==> src/hdl/kcr_pkg.sv <==
// ----------------------------------------------------------------------------
// kcr_pkg
// Shared constants, codes and control types for the replicate-border
// convolution core.
// ----------------------------------------------------------------------------
`default_nettype none

package kcr_pkg;

    // default sizing of the core
    localparam int DEF_MAX_WIDTH      = 2048;
    localparam int DEF_MAX_KERNEL_W   = 15;
    localparam int DEF_MAX_KERNEL_H   = 11;
    localparam int DEF_COEF_FRAC_BITS = 14;

    // frame height limit and the row counter that covers it
    localparam int MAX_HEIGHT = 2048;
    localparam int ROW_W      = 11;

    // field widths
    localparam int CFG_W   = 12;
    localparam int KCFG_W  = 4;
    localparam int PIX_W   = 8;
    localparam int COEF_W  = 16;
    localparam int CIDX_W  = 8;
    localparam int OP_W    = 2;
    localparam int CFGIX_W = 2;

    // register reset values
    localparam logic [CFG_W-1:0]  RST_IMAGE_WIDTH   = 12'd640;
    localparam logic [CFG_W-1:0]  RST_IMAGE_HEIGHT  = 12'd480;
    localparam logic [KCFG_W-1:0] RST_KERNEL_WIDTH  = 4'd9;
    localparam logic [KCFG_W-1:0] RST_KERNEL_HEIGHT = 4'd9;

    localparam logic [PIX_W-1:0] PIX_MAX = 8'hFF;
    localparam logic [PIX_W-1:0] ALPHA   = 8'hFF;

    // register indexes
    localparam logic [CFGIX_W-1:0] REG_IMAGE_WIDTH   = 2'd0;
    localparam logic [CFGIX_W-1:0] REG_IMAGE_HEIGHT  = 2'd1;
    localparam logic [CFGIX_W-1:0] REG_KERNEL_WIDTH  = 2'd2;
    localparam logic [CFGIX_W-1:0] REG_KERNEL_HEIGHT = 2'd3;

    // request operation codes
    localparam logic [OP_W-1:0] OP_COEF  = 2'd0;
    localparam logic [OP_W-1:0] OP_PIX   = 2'd1;
    localparam logic [OP_W-1:0] OP_FLUSH = 2'd2;

    // controller to datapath
    typedef struct packed {
        logic load_coef;
        logic store_pix;
        logic acc_clear;
        logic tap_step;
        logic out_load;
    } cmd_t;

    // datapath to controller
    typedef struct packed {
        logic emit;
        logic tap_last;
        logic out_busy;
    } status_t;

endpackage

`default_nettype wire

==> src/hdl/kcr_ctrl.sv <==
// ----------------------------------------------------------------------------
// kcr_ctrl
// Sequencer: takes a request, decides whether a result is due, walks the
// kernel taps and hands the sum to the output register.
// ----------------------------------------------------------------------------
`default_nettype none

module kcr_ctrl (
    input  wire logic                      clk,
    input  wire logic                      rst_n,
    input  wire logic                      in_valid,
    input  wire logic [kcr_pkg::OP_W-1:0]  op,
    output logic                           in_ready,
    input  wire kcr_pkg::status_t          status,
    output kcr_pkg::cmd_t                  cmd
);
    import kcr_pkg::*;

    typedef enum logic [2:0] {
        ST_IDLE,
        ST_DECIDE,
        ST_TAPS,
        ST_DRAIN,
        ST_EMIT
    } state_t;

    state_t     state_reg, state_next;
    logic       ready_reg;
    logic [1:0] drain_reg, drain_next;
    logic       accept;

    assign accept   = in_valid && ready_reg;
    assign in_ready = ready_reg;

    // commands
    always_comb
    begin
        cmd.load_coef = accept && (op == OP_COEF);
        cmd.store_pix = accept && (op == OP_PIX);
        cmd.acc_clear = (state_reg == ST_DECIDE) && status.emit;
        cmd.tap_step  = (state_reg == ST_TAPS);
        cmd.out_load  = (state_reg == ST_EMIT) && !status.out_busy;
    end

    // next state
    always_comb
    begin
        state_next = state_reg;
        drain_next = drain_reg;
        case (state_reg)
            ST_IDLE:
                if (accept && ((op == OP_PIX) || (op == OP_FLUSH)))
                    state_next = ST_DECIDE;
            ST_DECIDE:
                state_next = status.emit ? ST_TAPS : ST_IDLE;
            ST_TAPS:
                if (status.tap_last)
                begin
                    state_next = ST_DRAIN;
                    drain_next = '0;
                end
            ST_DRAIN:
            begin
                // read, multiply and accumulate stages still in flight
                drain_next = drain_reg + 2'd1;
                if (drain_reg == 2'd2)
                    state_next = ST_EMIT;
            end
            ST_EMIT:
                if (!status.out_busy)
                    state_next = ST_IDLE;
            default:
                state_next = ST_IDLE;
        endcase
    end

    // state and registered ready
    always_ff @(posedge clk or negedge rst_n)
    begin
        if (!rst_n)
        begin
            state_reg <= ST_IDLE;
            drain_reg <= '0;
            ready_reg <= 1'b1;
        end
        else
        begin
            state_reg <= state_next;
            drain_reg <= drain_next;
            ready_reg <= (state_next == ST_IDLE);
        end
    end

endmodule

`default_nettype wire

==> config.mk <==
export PLATFORM = sky130hd
export DESIGN_NAME = kcr_ctrl
export DESIGN_NICKNAME = d
export VERILOG_FILES = /design/src/hdl/kcr_pkg.sv /design/src/hdl/kcr_ctrl.sv
export SDC_FILE = /design/constraint.sdc
export NUM_CORES = 1
export LEC_CHECK = 0
export BUFFER_PORTS_ARGS = -buffer_cell sky130_fd_sc_hd__buf_2
export CAP_MARGIN = 30
export CORE_AREA = 2 2 39 41
export DETAILED_ROUTE_END_ITERATION = 16
export DIE_AREA = 0 0 41 43
export PLACE_DENSITY_LB_ADDON = 0.25
export SLEW_MARGIN = 5
export SYNTH_ARGS = -nofsm -noshare
export SYNTH_HDL_FRONTEND = slang
export SYNTH_SLANG_ARGS = --single-unit
==> constraint.sdc <==
create_clock -name clk -period 1.3 [get_ports clk]
set_clock_uncertainty 0.1 [all_clocks]
set_input_delay 0.065 -clock clk [delete_from_list [all_inputs] [get_ports clk]]
set_output_delay 0.065 -clock clk [all_outputs]
set_load 0.01 [all_outputs]
# [Word-level counts from Yosys, hierarchy flattened]
# Index checks and enable logic that the tools add are counted.
[classes] add_sub_neg=1 eq_ne=8 muxes=8 reduce_logical=13
[ops] op="$pmux W3 S5" n=1
[ops] op="$mux W3" n=4
[ops] op="$eq A3 B2 Y1 const B" n=2
[ops] op="$logic_and A1 B1 Y1" n=6
[ops] op="$logic_not A3 Y1" n=2
[ops] op="$eq A2 B2 Y1 const B" n=2
[ops] op="$mux W2" n=2
[ops] op="$pmux W2 S2" n=1
[ops] op="$eq A3 B1 Y1 const B" n=1
[ops] op="$eq A3 B3 Y1 const B" n=1
[ops] op="$add A2 B1 Y2 const B" n=1
[ops] op="$eq A2 B1 Y1 const B" n=1
[ops] op="$logic_not A2 Y1" n=1
[ops] op="$ne A2 B2 Y1 const B" n=1
[ops] op="$reduce_and A2 Y1" n=1
[ops] op="$reduce_bool A2 Y1" n=1
[ops] op="$logic_not A1 Y1" n=1
[ops] op="$logic_or A1 B1 Y1" n=1
[totals] reg_bits=6 output_inout_bits=6

# [Logic depth before layout (Yosys ltp)]
[depth] word_depth=6 ltp_mapped=5 ltp_nobuf=5

# [Worst setup path before layout]
# No wires, ideal clock.
[synth_timing] kind="flip-flop to flip-flop" start="register state_reg[0]" end="register ready_reg, in the netlist in_ready" arrival_time_ps=874 path_slack_ps=245 path_stages_with_launch=5 n_path_buf=1 period_less_slack_ps=1055 cell_sequence="dfrtp_1 buf_4 nor2_4 nand2_2 o221a_1"
[synth_between] elab_chain_cells=3 word_cells_on_any_way=11 cone_classes="eq/ne (4); mux (5); reduce/logical (2)"
[synth_lines] element="from (decl)" line_no="kcr_ctrl.sv:27" source="state_t state_reg, state_next;"
[synth_lines] element="from (signal assigned)" line_no="kcr_ctrl.sv:88" source="state_reg <= state_next;"
[synth_lines] element="$eq A3 B3 Y1 (tied with other cells)" line_no="kcr_ctrl.sv:50" source="case (state_reg)"
[synth_lines] element="$pmux W3 S5 *" line_no="kcr_ctrl.sv:50"
[synth_lines] element="$logic_not A3 Y1 *" line_no="kcr_ctrl.sv:90" source="ready_reg <= (state_next == ST_IDLE);"
[synth_lines] element="to (signal assigned)" line_no="kcr_ctrl.sv:90"
[synth_lines] element="to (decl)" line_no="kcr_ctrl.sv:28" source="logic ready_reg;"
# Mark *: on every way between the ends. The rest lies on a longest branch, timed or not.
# A chain may end at the register's enable or synchronous reset.

==> flow_metrics.py <==
metrics = {
    "min_path": {
        "hold_end": "state_reg[0]",
        "min_path_type": "input pin to register",
        "worstHoldStart": "status[1]",
        "worstHoldPathCells": 3,
    },
    "cts": {
        "root_buffer": "clkbuf_4",
        "cts_buffers": 3,
        "clk_pin_slew_ns": 0.05,
        "clock_path_buffers": 2,
        "htreeDepth": 1,
        "clkSinkCount": 6,
        "clock_latency_ns": 0.24,
        "cts_tree": "built",
    },
    "floorplan": {
        "fp-row-count": 14,
        "start_util": 0.263,
        "ios": 14,
        "dieArea_um2": 1760,
        "die_w_um": 41,
        "dieHeight_um": 43,
        "coreArea_um2": 1380,
    },
    "final_layout": {
        "area_growth_syn_to_layout_pct": 45.4,
        "finalNetCount": 73,
        "drive_gt1_frac": 0.508,
        "num_antenna_cells": 0,
        "stdcell_count": 77,
        "largest_reg_flops": 3,
        "final_core_util": 0.382,
    },
    "pwr": {
        "p_clk_frac": 0.177,
        "power_leakage_uw": 0.000273,
        "seqPwrFrac": 0.357,
        "p_per_area_nw_per_um2": 1980,
        "power.total_uw": 1050,
        "swShare": 0.372,
        "p_int_uw": 659,
        "combPwrFrac": 0.466,
        "ir_drop_v": 0.00112,
        "p_switching_uw": 390,
    },
    "yosys": {
        "ys.flop_type": "dfrtp_1",
        "synth-edff-count": 0,
        "async_flop_share": 1.00,
        "synthTopCellsByArea": "dfrtp_1 34%, ha_1 10%, dfstp_2 7.2%",
        "avgSynthCellArea_um2": 9.58,
        "seq_area_frac_synth": 0.416,
        "synth_cells": 38,
        "synth_warnings": 0,
        "netlist_area_um2": 364,
        "synth-seq-cells": 6,
        "synth_top_area_cell": "dfrtp_1",
        "ys_types": 21,
        "yosysTopAreaCellShare": 0.344,
        "syn_nets": 49,
    },
    "grt": {
        "grt_pass1_vias": 320,
        "grt-ovfl-total": 0,
        "track_usage": 0.102,
        "grt_max_degree": 9,
        "grt_pass1_wl_um": 1170,
        "antenna_found_initial": 0,
    },
    "sta": {
        "slew_headroom": 0.848,
        "maxSlewViolCount": 0,
        "hold_violations": 0,
        "setup_viol": 0,
        "period_minus_slack_ns": 1.29,
        "rsz0062_at_grt": "yes",
        "period_share": 0.993,
        "fmax_ghz": 0.775,
        "tightestPinTransition_ns": 0.227,
    },
    "critical_path": {
        "worst-path-max-fanout": 5,
        "critPathLaunchType": "register",
        "r2r-end": "in_ready",
        "r2r_slack_ns": 0.15,
        "ff2ff_path_depth": 4,
        "cp_slowest_cell": "dfrtp_2",
        "worstSetupPathType": "register to output pin",
        "worstPathCellList": "nand2b_2 > nor2_2 > buf_2",
        "worstSetupEndpointType": "output pin",
        "max_stage_delay_ns": 0.43,
        "arrival_ns": 1.13,
        "crit_required_ns": 1.13,
        "r2r_start": "state_reg[2]",
    },
    "outcome": {
        "status": "finished, final reports clean",
    },
    "routing": {
        "drc_errors": 0,
        "vias": 361,
        "drt_iter0_markers": 3,
        "wirelength_um": 789,
        "antenna_left": 0,
        "vias_per_cell": 4.69,
        "first_pass_iters": 4,
        "wl_per_cell_um": 10.2,
    },
    "place": {
        "gp_congestion": 0.768,
        "dp.cells": 66,
        "hpwl_um": 541,
        "numPortBuffers": 13,
    },
    "run": {
        "cap_violations": 0,
    },
}
worst max-delay path, delay by kind of cell (launching register included):
| family | cells | cell delay [ns] |
|---|---|---|
| flip-flops | 1 | 0.43 |
| AND/OR/NAND/NOR | 2 | 0.33 |
| buffers and inverters | 1 | 0.13 |
layout make-up:
| type | count | area [um2] |
|---|---|---|
| clock buffers | 4 | 26.3 |
| fillers | 147 | 855 |
| inverters | 5 | 18.8 |
| multi-input cells | 26 | 189 |
| flip-flops and latches | 6 | 155 |
| well taps | 16 | 20.0 |
| repair buffers | 20 | 120 |
layer usage:
| layer | track usage | part of all wire | vias to the layer above |
|---|---|---|---|
| li1 | - | - | 177 |
| met1 | 0.112 | 0.39 | 167 |
| met2 | 0.150 | 0.50 | 15 |
| met3 | 0.0628 | 0.085 | 2 |
| met4 | 0.0467 | 0.032 | 0 |
| met5 | 0 | 0 | - |
layout by cell type (no fill, tap or decap):
master / netlist / routed
nor3_1: 1 / 1
clkbuf_1: 0 / 1
buf_4: 1 / 6
nand4_1: 1 / 1
o22ai_1: 1 / 1
nand2b_2: 1 / 1
nand3b_1: 1 / 1
mux2i_1: 1 / 1
inv_1: 5 / 5
dlygate4sd3_1: 0 / 1
nand2_2: 1 / 1
a21oi_2: 1 / 1
dfrtp_1: 5 / 2
nor2_1: 3 / 2
buf_2: 0 / 13
nand2_1: 1 / 1
o21ai_1: 5 / 5
o221a_1: 1 / 1
nor2_4: 1 / 1
nor2b_1: 1 / 1
dfstp_2: 1 / 1
and3_1: 2 / 2
a311oi_1: 1 / 1
nor2_2: 0 / 1
dfrtp_2: 0 / 3
clkbuf_4: 0 / 3
ha_1: 3 / 3
power by group through the flow:
stage | clock, uW | combinational (uW) | sequential [uW]
3_3_place_gp | 0 | 339 | 390
5_1_grt | 209 | 539 | 386
3_5_place_dp | 0 | 337 | 391
2_1_floorplan | 0 | 295 | 343
6_report | 186 | 489 | 374
4_1_cts | 193 | 354 | 395
synth_stat cells, drive strengths merged, types with 2 or more instances:
| library cell | number |
|---|---|
| dfrtp | 5 |
| inv | 5 |
| o21ai | 5 |
| nor2 | 4 |
| ha | 3 |
| and3 | 2 |
| nand2 | 2 |
kinds of logic (layout without fill, tap and decap cells):
logic type | after synthesis | after routing | synth area share
AO/OA/AOI/OAI | 9 | 9 | 0.165
adder cells (fa/ha/maj) | 3 | 3 | 0.103
buffers and inverters | 6 | 29 | 0.0722
flip-flops | 6 | 6 | 0.416
multiplexers | 1 | 1 | 0.0275
AND/OR/NAND/NOR | 13 | 13 | 0.217
repair_timing:
action	in CTS	in global routing
hold buffers	1	0
buffers inserted	1	5
pin swaps	0	3
endpoints found under the hold margin	6	0
endpoints found under the setup margin	3	3
gates resized for setup	3	1
metrics by stage:
step | instance area (um2) | setup slack [ns] | TNS, ns | hold slack [ns]
after floorplan | 364 | 0.245 | 0 | -0.331
after global placement | 442 | 0.174 | 0 | -0.203
after detailed placement | 442 | 0.164 | 0 | -0.202
after CTS | 489 | 0.00796 | 0 | 0.0134
after global routing | 529 | -0.0503 | -0.0971 | 0.0136
final | 529 | 0.00941 | 0 | 0.0192
how the worst max path moves through the flow:
stage,to,cells past startpoint,from
6_report,cmd[1],3,state_reg[2]
5_1_grt,cmd[0],4,state_reg[0]
4_1_cts,cmd[0],4,state_reg[1]
3_5_place_dp,in_ready,3,state_reg[0]
3_3_place_gp,state_reg[1],2,state_reg[0]
2_1_floorplan,in_ready,4,state_reg[0]
No activity file was read; power rests on OpenSTA's default activity.
